`src/sv/gskl_pkg.sv`:
```
// Package for the symmetric KL distance block: widths, sequencer codes, divider status.
// No dependencies; the multiplier, divider, top level and bench import it.
package gskl_pkg;

	localparam int VAL_W  = 32;                  // mean and variance codes
	localparam int OPD_W  = VAL_W + 1;           // multiplier operand width
	localparam int PRD_W  = 2 * OPD_W;           // multiplier product width
	localparam int DEN_W  = 2 * VAL_W;           // va * vb
	localparam int TERM_W = 48;                  // per-dimension term and running sum
	localparam int CNT_W  = $clog2(TERM_W);      // divider step counter

	localparam logic [TERM_W-1:0] SUM_MAX = '1;

	// sequencer states
	localparam int ST_W = 4;
	localparam logic [ST_W-1:0] ST_IDLE     = 4'd0;
	localparam logic [ST_W-1:0] ST_PREP     = 4'd1;
	localparam logic [ST_W-1:0] ST_MUL_DV   = 4'd2;
	localparam logic [ST_W-1:0] ST_MUL_DM   = 4'd3;
	localparam logic [ST_W-1:0] ST_MUL_LO   = 4'd4;
	localparam logic [ST_W-1:0] ST_MUL_HI   = 4'd5;
	localparam logic [ST_W-1:0] ST_MUL_DEN  = 4'd6;
	localparam logic [ST_W-1:0] ST_DIV_GO   = 4'd7;
	localparam logic [ST_W-1:0] ST_DIV_WAIT = 4'd8;
	localparam logic [ST_W-1:0] ST_ACC      = 4'd9;

	typedef struct packed {
		logic busy;
		logic done;
	} div_stat_t;

endpackage

```
`src/sv/gskl_in_if.sv`:
```
// Input channel of the symmetric KL distance block: one dimension of both models.
// Depends on nothing.
interface gskl_in_if;
	logic               valid;
	logic               ready;
	logic signed [31:0] mean_a;
	logic        [31:0] var_a;
	logic signed [31:0] mean_b;
	logic        [31:0] var_b;
	logic               last_dim;

	modport source(output valid, mean_a, var_a, mean_b, var_b, last_dim, input ready);
	modport sink(input valid, mean_a, var_a, mean_b, var_b, last_dim, output ready);
endinterface

```
`src/sv/gskl_out_if.sv`:
```
// Result channel of the symmetric KL distance block: distance and error flag.
// Depends on nothing.
interface gskl_out_if;
	logic        valid;
	logic        ready;
	logic [47:0] distance;
	logic        error;

	modport source(output valid, distance, error, input ready);
	modport sink(input valid, distance, error, output ready);
endinterface

```
`src/sv/gskl_mul.sv`:
```
// Shared registered multiplier (unsigned 33 x 33) used by the sequencer for every product.
// Depends on gskl_pkg.
module gskl_mul import gskl_pkg::*; (
	input  logic             clk,
	input  logic [OPD_W-1:0] a,
	input  logic [OPD_W-1:0] b,
	output logic [PRD_W-1:0] prod
);

	logic [PRD_W-1:0] prod_q;

	always_ff @(posedge clk) begin
		prod_q <= a * b;
	end

	assign prod = prod_q;

endmodule

```
`src/sv/gskl_div.sv`:
```
// Restoring divider, one quotient bit per cycle, quotient saturated to TERM_W bits.
// Depends on gskl_pkg.
module gskl_div import gskl_pkg::*; #(
	parameter int NUM_W = 98
) (
	input  logic              clk,
	input  logic              arst_n,
	input  logic              start,
	input  logic [NUM_W-1:0]  num,
	input  logic [DEN_W-1:0]  den,
	output div_stat_t         stat,
	output logic [TERM_W-1:0] quo
);

	logic              busy_q;
	logic              done_q;
	logic [CNT_W-1:0]  cnt_q;
	logic [DEN_W-1:0]  rem_q;
	logic [DEN_W-1:0]  den_q;
	logic [TERM_W-1:0] quo_q;

	logic [DEN_W:0]    num_hi;
	logic [DEN_W+1:0]  diff;
	logic              ge;

	// quotient overflows 48 bits exactly when the upper numerator part reaches the divisor
	assign num_hi = (DEN_W+1)'(num[NUM_W-1:TERM_W]);
	assign diff   = {1'b0, rem_q, quo_q[TERM_W-1]} - {2'b00, den_q};
	assign ge     = ~diff[DEN_W+1];

	always_ff @(posedge clk or negedge arst_n) begin
		if (!arst_n) begin
			busy_q <= 1'b0;
			done_q <= 1'b0;
			cnt_q  <= '0;
		end else begin
			done_q <= 1'b0;
			if (start) begin
				if (num_hi >= {1'b0, den}) begin
					done_q <= 1'b1;
				end else begin
					busy_q <= 1'b1;
					cnt_q  <= CNT_W'(TERM_W - 1);
				end
			end else if (busy_q) begin
				if (cnt_q == '0) begin
					busy_q <= 1'b0;
					done_q <= 1'b1;
				end else begin
					cnt_q <= cnt_q - 1'b1;
				end
			end
		end
	end

	// hold the divisor for the whole loop
	always_ff @(posedge clk) begin
		if (start) begin
			den_q <= den;
			if (num_hi >= {1'b0, den}) begin
				quo_q <= SUM_MAX;
			end else begin
				rem_q <= num_hi[DEN_W-1:0];
				quo_q <= num[TERM_W-1:0];
			end
		end else if (busy_q) begin
			rem_q <= ge ? diff[DEN_W-1:0] : {rem_q[DEN_W-2:0], quo_q[TERM_W-1]};
			quo_q <= {quo_q[TERM_W-2:0], ge};
		end
	end

	assign stat.busy = busy_q;
	assign stat.done = done_q;
	assign quo       = quo_q;

endmodule

```
`src/sv/gaussian_symmetric_kl_distance_top.sv`:
```
// Symmetric KL distance between two diagonal Gaussians, top level with its sequencer.
// Depends on gskl_pkg, gskl_in_if, gskl_out_if, gskl_mul and gskl_div.
//
// Each request on the item channel carries one dimension of both models (mean and
// variance of track A and track B, Q16.FRAC_BITS). The block adds
// ((va-vb)^2*2^F + (ma-mb)^2*(va+vb)) / (va*vb), truncated and saturated to 48 bits,
// to a saturating 48-bit running sum. On the request marked last_dim it places one
// request on the result channel with the sum (or 0 and error = 1 if any variance of
// the vector pair was zero) and clears the sum. From one accepted request to the next, an
// item goes through the accepting cycle, a prepare step, five passes through the shared
// 33 x 33 multiplier, one divider start, the bit-serial divider loop with one step per
// quotient bit, a step to see the divider done and an accumulate step. A term that
// saturates skips the divider loop, and an item with a zero variance skips the arithmetic.
// The item channel is ready only while the sequencer is idle. The result sits in an
// output register, so the next item is taken while a result still waits; only a
// second last item stalls in the accumulate step until the earlier result is taken.
module gaussian_symmetric_kl_distance_top import gskl_pkg::*; #(
	parameter int FRAC_BITS = 16
) (
	input  logic       clk,
	input  logic       arst_n,
	gskl_in_if.sink    item,
	gskl_out_if.source result
);

	// numerator: (dv^2 << F) + adm^2 * (va + vb), one spare bit for the sum
	localparam int T1_W  = DEN_W + FRAC_BITS;
	localparam int T2_W  = DEN_W + OPD_W;
	localparam int NUM_W = ((T1_W > T2_W) ? T1_W : T2_W) + 1;

	logic [ST_W-1:0]   state_q;

	// captured request
	logic [VAL_W-1:0]  ma_q, va_q, mb_q, vb_q;
	logic              last_q;
	logic              zero_q;

	// prepared operands
	logic [VAL_W-1:0]  adm_q;
	logic [VAL_W-1:0]  dv_q;
	logic [OPD_W-1:0]  vs_q;
	logic [DEN_W-1:0]  a2_q;
	logic [NUM_W-1:0]  num_q;

	// accumulation and result
	logic [TERM_W-1:0] sum_q;
	logic              err_q;
	logic              out_valid_q;
	logic [TERM_W-1:0] out_dist_q;
	logic              out_err_q;

	logic [OPD_W-1:0]  mul_a, mul_b;
	logic [PRD_W-1:0]  prod;
	div_stat_t         div_stat;
	logic [TERM_W-1:0] quo;
	logic              div_start;

	logic signed [VAL_W:0] dm;
	logic [VAL_W:0]        dm_abs;
	logic [TERM_W:0]       sum_ext;
	logic [TERM_W-1:0]     sum_next;
	logic                  err_next;
	logic                  out_free;
	logic                  emit;

	assign item.ready = (state_q == ST_IDLE);
	assign div_start  = (state_q == ST_DIV_GO);
	assign out_free   = ~out_valid_q | result.ready;
	assign emit       = (state_q == ST_ACC) & last_q & out_free;

	assign dm     = $signed({ma_q[VAL_W-1], ma_q}) - $signed({mb_q[VAL_W-1], mb_q});
	assign dm_abs = dm[VAL_W] ? (VAL_W+1)'(-dm) : dm;

	// add the term unless this dimension had a zero variance, then saturate
	assign sum_ext  = {1'b0, sum_q} + {1'b0, (zero_q ? {TERM_W{1'b0}} : quo)};
	assign sum_next = sum_ext[TERM_W] ? SUM_MAX : sum_ext[TERM_W-1:0];
	assign err_next = err_q | zero_q;

	// operand select for the shared multiplier
	always_comb begin
		mul_a = '0;
		mul_b = '0;
		case (state_q)
			ST_MUL_DV: begin
				mul_a = OPD_W'(dv_q);
				mul_b = OPD_W'(dv_q);
			end
			ST_MUL_DM: begin
				mul_a = OPD_W'(adm_q);
				mul_b = OPD_W'(adm_q);
			end
			ST_MUL_LO: begin
				mul_a = OPD_W'(prod[VAL_W-1:0]);
				mul_b = vs_q;
			end
			ST_MUL_HI: begin
				mul_a = OPD_W'(a2_q[DEN_W-1:VAL_W]);
				mul_b = vs_q;
			end
			ST_MUL_DEN: begin
				mul_a = OPD_W'(va_q);
				mul_b = OPD_W'(vb_q);
			end
			default: begin
				mul_a = '0;
				mul_b = '0;
			end
		endcase
	end

	gskl_mul u_mul (
		.clk  (clk),
		.a    (mul_a),
		.b    (mul_b),
		.prod (prod)
	);

	gskl_div #(.NUM_W(NUM_W)) u_div (
		.clk    (clk),
		.arst_n (arst_n),
		.start  (div_start),
		.num    (num_q),
		.den    (prod[DEN_W-1:0]),
		.stat   (div_stat),
		.quo    (quo)
	);

	// sequencer
	always_ff @(posedge clk or negedge arst_n) begin
		if (!arst_n) begin
			state_q <= ST_IDLE;
			sum_q   <= '0;
			err_q   <= 1'b0;
		end else begin
			case (state_q)
				ST_IDLE: begin
					if (item.valid) begin
						// zero variance: skip the arithmetic
						state_q <= (item.var_a == '0 || item.var_b == '0) ? ST_ACC : ST_PREP;
					end
				end
				ST_PREP:     state_q <= ST_MUL_DV;
				ST_MUL_DV:   state_q <= ST_MUL_DM;
				ST_MUL_DM:   state_q <= ST_MUL_LO;
				ST_MUL_LO:   state_q <= ST_MUL_HI;
				ST_MUL_HI:   state_q <= ST_MUL_DEN;
				ST_MUL_DEN:  state_q <= ST_DIV_GO;
				ST_DIV_GO:   state_q <= ST_DIV_WAIT;
				ST_DIV_WAIT: begin
					if (div_stat.done) begin
						state_q <= ST_ACC;
					end
				end
				ST_ACC: begin
					if (!last_q) begin
						sum_q   <= sum_next;
						err_q   <= err_next;
						state_q <= ST_IDLE;
					end else if (out_free) begin
						// hand over the result and clear for the next vector pair
						sum_q   <= '0;
						err_q   <= 1'b0;
						state_q <= ST_IDLE;
					end
				end
				default: state_q <= ST_IDLE;
			endcase
		end
	end

	// result valid: raise on a new result, drop once the waiting one is taken
	always_ff @(posedge clk or negedge arst_n) begin
		if (!arst_n) begin
			out_valid_q <= 1'b0;
		end else if (emit) begin
			out_valid_q <= 1'b1;
		end else if (result.valid && result.ready) begin
			out_valid_q <= 1'b0;
		end
	end

	// datapath registers
	always_ff @(posedge clk) begin
		if (item.valid && item.ready) begin
			ma_q   <= item.mean_a;
			va_q   <= item.var_a;
			mb_q   <= item.mean_b;
			vb_q   <= item.var_b;
			last_q <= item.last_dim;
			zero_q <= (item.var_a == '0) || (item.var_b == '0);
		end
		case (state_q)
			ST_PREP: begin
				adm_q <= dm_abs[VAL_W-1:0];
				dv_q  <= (va_q > vb_q) ? (va_q - vb_q) : (vb_q - va_q);
				vs_q  <= {1'b0, va_q} + {1'b0, vb_q};
			end
			ST_MUL_DM:  num_q <= NUM_W'(prod[DEN_W-1:0]) << FRAC_BITS;
			ST_MUL_LO:  a2_q  <= prod[DEN_W-1:0];
			ST_MUL_HI:  num_q <= num_q + NUM_W'(prod);
			ST_MUL_DEN: num_q <= num_q + (NUM_W'(prod) << VAL_W);
			default: begin
			end
		endcase
		if (emit) begin
			out_dist_q <= err_next ? {TERM_W{1'b0}} : sum_next;
			out_err_q  <= err_next;
		end
	end

	assign result.valid    = out_valid_q;
	assign result.distance = out_dist_q;
	assign result.error    = out_err_q;

	// a new result appears only from the accumulate step of a last item
	a_result_src: assert property (@(posedge clk) disable iff (!arst_n)
		$rose(out_valid_q) |-> $past(state_q) == ST_ACC && $past(last_q))
		else $error("result raised outside the accumulate step of a last item");

	// an error result carries a zero distance
	a_err_dist: assert property (@(posedge clk) disable iff (!arst_n)
		out_valid_q && out_err_q |-> out_dist_q == '0)
		else $error("error result with nonzero distance");

	// the divider finishes only while the sequencer waits for it
	a_div_done: assert property (@(posedge clk) disable iff (!arst_n)
		div_stat.done |-> state_q == ST_DIV_WAIT)
		else $error("divider done outside the wait step");

	// the divider is never restarted while it runs
	a_div_start: assert property (@(posedge clk) disable iff (!arst_n)
		div_start |-> !div_stat.busy)
		else $error("divider started while busy");

	// emitting a result clears the running state
	a_clear: assert property (@(posedge clk) disable iff (!arst_n)
		emit |=> sum_q == '0 && !err_q && state_q == ST_IDLE)
		else $error("running sum not cleared after a result");

endmodule

```
`src/flat_wrapper.sv`:
```
// flat-port wrapper written by rule: the top's interface ports become plain ports
module gaussian_symmetric_kl_distance_top_flat import gskl_pkg::*;
#(
	parameter int FRAC_BITS = 16
)
  (clk, arst_n, item_valid, item_mean_a, item_var_a, item_mean_b, item_var_b, item_last_dim, item_ready, result_valid, result_distance, result_error, result_ready);
  gskl_in_if item_i ();
  gskl_out_if result_i ();
  input  logic clk;
  input  logic arst_n;
  input wire logic [$bits(item_i.valid)-1:0] item_valid;
  input wire logic [$bits(item_i.mean_a)-1:0] item_mean_a;
  input wire logic [$bits(item_i.var_a)-1:0] item_var_a;
  input wire logic [$bits(item_i.mean_b)-1:0] item_mean_b;
  input wire logic [$bits(item_i.var_b)-1:0] item_var_b;
  input wire logic [$bits(item_i.last_dim)-1:0] item_last_dim;
  output wire logic [$bits(item_i.ready)-1:0] item_ready;
  output wire logic [$bits(result_i.valid)-1:0] result_valid;
  output wire logic [$bits(result_i.distance)-1:0] result_distance;
  output wire logic [$bits(result_i.error)-1:0] result_error;
  input wire logic [$bits(result_i.ready)-1:0] result_ready;
  assign item_i.valid = item_valid;
  assign item_i.mean_a = item_mean_a;
  assign item_i.var_a = item_var_a;
  assign item_i.mean_b = item_mean_b;
  assign item_i.var_b = item_var_b;
  assign item_i.last_dim = item_last_dim;
  assign item_ready = item_i.ready;
  assign result_valid = result_i.valid;
  assign result_distance = result_i.distance;
  assign result_error = result_i.error;
  assign result_i.ready = result_ready;
  gaussian_symmetric_kl_distance_top #(.FRAC_BITS(FRAC_BITS)) u_core (.clk(clk), .arst_n(arst_n), .item(item_i), .result(result_i));
endmodule
```
`config.mk`:
```
export PLATFORM = sky130hd
export DESIGN_NAME = gaussian_symmetric_kl_distance_top_flat
export DESIGN_NICKNAME = d
export VERILOG_FILES = /design/src/sv/gskl_pkg.sv /design/src/sv/gskl_in_if.sv /design/src/sv/gskl_out_if.sv /design/src/sv/gskl_mul.sv /design/src/sv/gskl_div.sv /design/src/sv/gaussian_symmetric_kl_distance_top.sv /design/src/flat_wrapper.sv
export SDC_FILE = /design/constraint.sdc
export NUM_CORES = 2
export LEC_CHECK = 0
export BUFFER_PORTS_ARGS = -buffer_cell sky130_fd_sc_hd__buf_4
export CORE_MARGIN = 2
export CORE_UTILIZATION = 35
export DETAILED_ROUTE_END_ITERATION = 16
export GPL_TIMING_DRIVEN = 1
export MAX_ROUTING_LAYER = met4
export PLACE_DENSITY = 0.49
export SLEW_MARGIN = 5
export SYNTH_ARGS = -nofsm -noshare
export SYNTH_HDL_FRONTEND = slang
export SYNTH_SLANG_ARGS = --single-unit
```
`constraint.sdc`:
```
create_clock -name clk -period 10.4 [get_ports clk]
set_input_delay 1.04 -clock clk [delete_from_list [all_inputs] [get_ports clk]]
set_output_delay 1.04 -clock clk [all_outputs]
set_load 0.005 [all_outputs]
```
==> impl_metrics.json <==
{
  "status": "finished, final reports clean",
  "cap_viol_max_count": 0,
  "finalWirelength_mm": 311,
  "rsz0062_at_grt": "false",
  "final_nets": 11000,
  "row_count": 178,
  "start_util_pct": 35.1,
  "synth_cell_types": 105,
  "worst_pin_slew_ps": 1330,
  "fin_util_pct": 39.3,
  "gp_congestion": 0.976,
  "tns_ps": 0,
  "clock_sinks": 708,
  "yosysSeqAreaShare_pct": 24.6,
  "vias": 67600,
  "drive_gt1_share_pct": 8.21,
  "grt_pass1_vias": 68600,
  "muxShareOfSynthArea_pct": 0.278,
  "critPathCaptureType": "flop",
  "yosys.area_share.simple_pct": 14.2,
  "antenna_found_initial": 17,
  "die_area_um2": 240000,
  "vias_per_cell": 5.40,
  "drc_errors": 0,
  "fmax_mhz": 100,
  "cpMostUsedCell": "fa_1",
  "synth-xor-area-share_pct": 4.45,
  "fin_skew_ps": 93.2,
  "cts.clk_slew.worst_paths_ps": 60,
  "detailed_place_hpwl_mm": 253,
  "yosysWarnings": 0,
  "cp.required_ps": 11050,
  "grt_pass1_wl_mm": 457,
  "setup_viol": 0,
  "fillers": 23800,
  "crit_slowest_cell": "a221o_1",
  "synthTopCellsByArea": "fa_1 23%, edfxtp_1 21%, ha_1 10%, inv_1 5.6%, nand2_1 5.1%",
  "ctsLongestPathBuffers": 3,
  "core-area_um2": 235000,
  "synth_top_family_by_area": "adder cells",
  "pre_cts_ws_ps": 378,
  "drv_slew": 0,
  "clk_latency_ps": 800,
  "crit_type": "flop to flop",
  "wl_per_cell_um": 24.8,
  "synth_edf_count": 581,
  "grt_max_degree": 83,
  "relSlewSlack_pct": 11.2,
  "io_pins": 184,
  "ys_seq_elements": 708,
  "synth_top_area_share_pct": 22.7,
  "grt_use_total_pct": 26.5,
  "dieHeight_um": 489,
  "synth_area_per_cell_um2": 9.02,
  "dr.pass1.iters": 6,
  "hold_viol_final": 0,
  "synth_nets": 10900,
  "fin_ws_ps": 417,
  "gr-total-overflow": 0,
  "finalCriticalPeriod_ps": 9980,
  "synth_area_leader_cell": "fa_1",
  "r2r_cells": 28,
  "async_flop_share_pct": 8.76,
  "clockRootBuffer": "clkbuf_16",
  "numCtsBuffers": 92,
  "ant_nets": 0,
  "synth_area_um2": 82500,
  "htree_levels": 3,
  "syn2layout_area_growth_pct": 11.8,
  "synth_fa_ha_area_share_pct": 33.1,
  "synth-compound-area-share_pct": 15.6,
  "cts_hold_repair.buffers": 0,
  "io_buffers": 183,
  "hold_path.class": "input port to async pin",
  "cp.arrival_ps": 10640,
  "cts_tree": "yes",
  "die-width_um": 489,
  "synth_flop_cell": "edfxtp_1",
  "cp_slowest_stage_delay_ps": 720,
  "period_share_pct": 96.0,
  "crit_path_max_fanout": 23,
  "drt_iter0_markers": 5547,
  "startpoint_type": "flop",
  "postSynthCellCount": 9138
}
-- what timing repair did --
item | 4_1_cts | 5_1_grt
endpoints found under the setup margin | 0 | 4
resized for setup | 0 | 3
buffers inserted | 0 | 0
-- kinds of logic (layout without fill, tap and decap cells) --
group                    Yosys count  count (layout)
flip-flops                       708             708
buffers and inverters           1691            1920
AND/OR/NAND/NOR                 2686            2686
adder cells (fa/ha/maj)         1620            1620
other                              0               7
XOR/XNOR                         418             418
AO/OA/AOI/OAI                   1993            1993
multiplexers                      22              22
-- path summary, 6_finish.rpt --
path	start	to	slack [ps]
worst max-delay path	u_core.state_q[3]	u_core.u_mul.prod[59]	420
worst min-delay path	arst_n	u_core.u_div.cnt_q[0]	120
worst max register to register	u_core.state_q[3]	u_core.u_mul.prod[59]	420
worst min register to register	u_core.sum_q[0]	u_core.sum_q[0]	490
max in group asynchronous	arst_n	u_core.sum_q[31]	9200
min in group clk	item_mean_b[12]	u_core.mb_q[12]	450
-- final cells by class --
cell class                      count  area [µm²]  area share [%]
Timing Repair Buffer              501        3850            4.17
Clock buffer                      123        2580            2.80
Inverter                         1245        4680            5.07
Antenna cell                        7        17.5          0.0190
Clock inverter                     51         627           0.680
Sequential cell                   708       20300            22.0
Multi-Input combinational cell   6739       56200            61.0
Tap cell                         3150        3940            4.27
-- Yosys cell counts, types with 22 or more instances --
master,count
inv_1,1239
nand2_1,1113
fa_1,934
nor2_1,911
ha_1,686
edfxtp_1,581
a21oi_1,530
o21ai_0,455
clkbuf_1,405
a21o_1,268
xnor2_1,254
xor2_1,163
nand3_1,110
nand4_1,100
nor2b_1,96
a221oi_1,83
a221o_1,75
a31oi_1,70
o21bai_1,70
dfxtp_1,65
nor3_1,65
dfrtp_1,62
o21a_1,61
nand2b_1,59
and3_1,58
a211oi_1,44
and2_1,37
nor4_1,37
o211ai_1,37
a22o_1,34
a22oi_1,31
o31ai_1,29
o21ai_1,28
or3_1,25
o22ai_1,22
-- routing by layer --
layer	up-vias	wire, µm	global-route usage, %
met5	-	0	-
met4	0	13900	10.1
met3	442	18500	3.69
met2	2144	140000	41.0
met1	34000	139000	35.2
li1	31000	-	-
-- registers in the layout, indices dropped and copies added (netlist names) --
register,count
u_core.a2_q,32
u_core.result.error,1
u_core.u_mul.prod,65
u_core.va_q,32
u_core.u_div.quo,48
u_core.vb_q,32
u_core.last_q,1
u_core.ma_q,32
u_core.u_div.cnt_q,6
u_core.vs_q,33
u_core.dv_q,31
u_core.u_div.busy_q,1
u_core.adm_q,32
u_core.state_q,4
u_core.u_div.den_q,64
u_core.u_div.rem_q,64
u_core.mb_q,32
u_core.sum_q,48
u_core.num_q,98
u_core.zero_q,1
u_core.err_q,1
u_core.result.valid,1
u_core.result.distance,48
u_core.u_div.done_q,1
-- layout by cell type (no fill, tap or decap), drive strengths merged, types with 75 or more instances in the layout --
cell    netlist  routed
nor2b        96      96
clkbuf      405     123
a21o        269     269
nor2        912     912
fa          934     934
nand2      1113    1113
inv        1243    1250
o21ai       484     484
a221oi       83      83
a221o        75      75
nand3       111     111
nand4       100     100
edfxtp      581     581
buf          41     501
xor2        164     164
xnor2       254     254
a21oi       532     532
ha          686     686
-- through the flow --
stage / hold WS (ps) / area [µm²] / instances
3_3_place_gp: 472 / 89000 / 12300
5_1_grt: 88.6 / 92200 / 12500
2_1_floorplan: 456 / 82500 / 9138
6_report: 117 / 92200 / 12500
3_5_place_dp: 483 / 89000 / 12300
4_1_cts: 63.6 / 92200 / 12500
-- critical path, delay by kind of cell (launching register included) --
kind                     cells  cell delay (ps)
AND/OR/NAND/NOR              5             1270
XOR/XNOR                     1              160
flip-flops                   1              530
AO/OA/AOI/OAI                8             2580
adder cells (fa/ha/maj)      9             4330
buffers and inverters        5              980
Power is not shown: default switching activity piles up to over one toggle a cycle in this logic, so the estimate is an artifact.
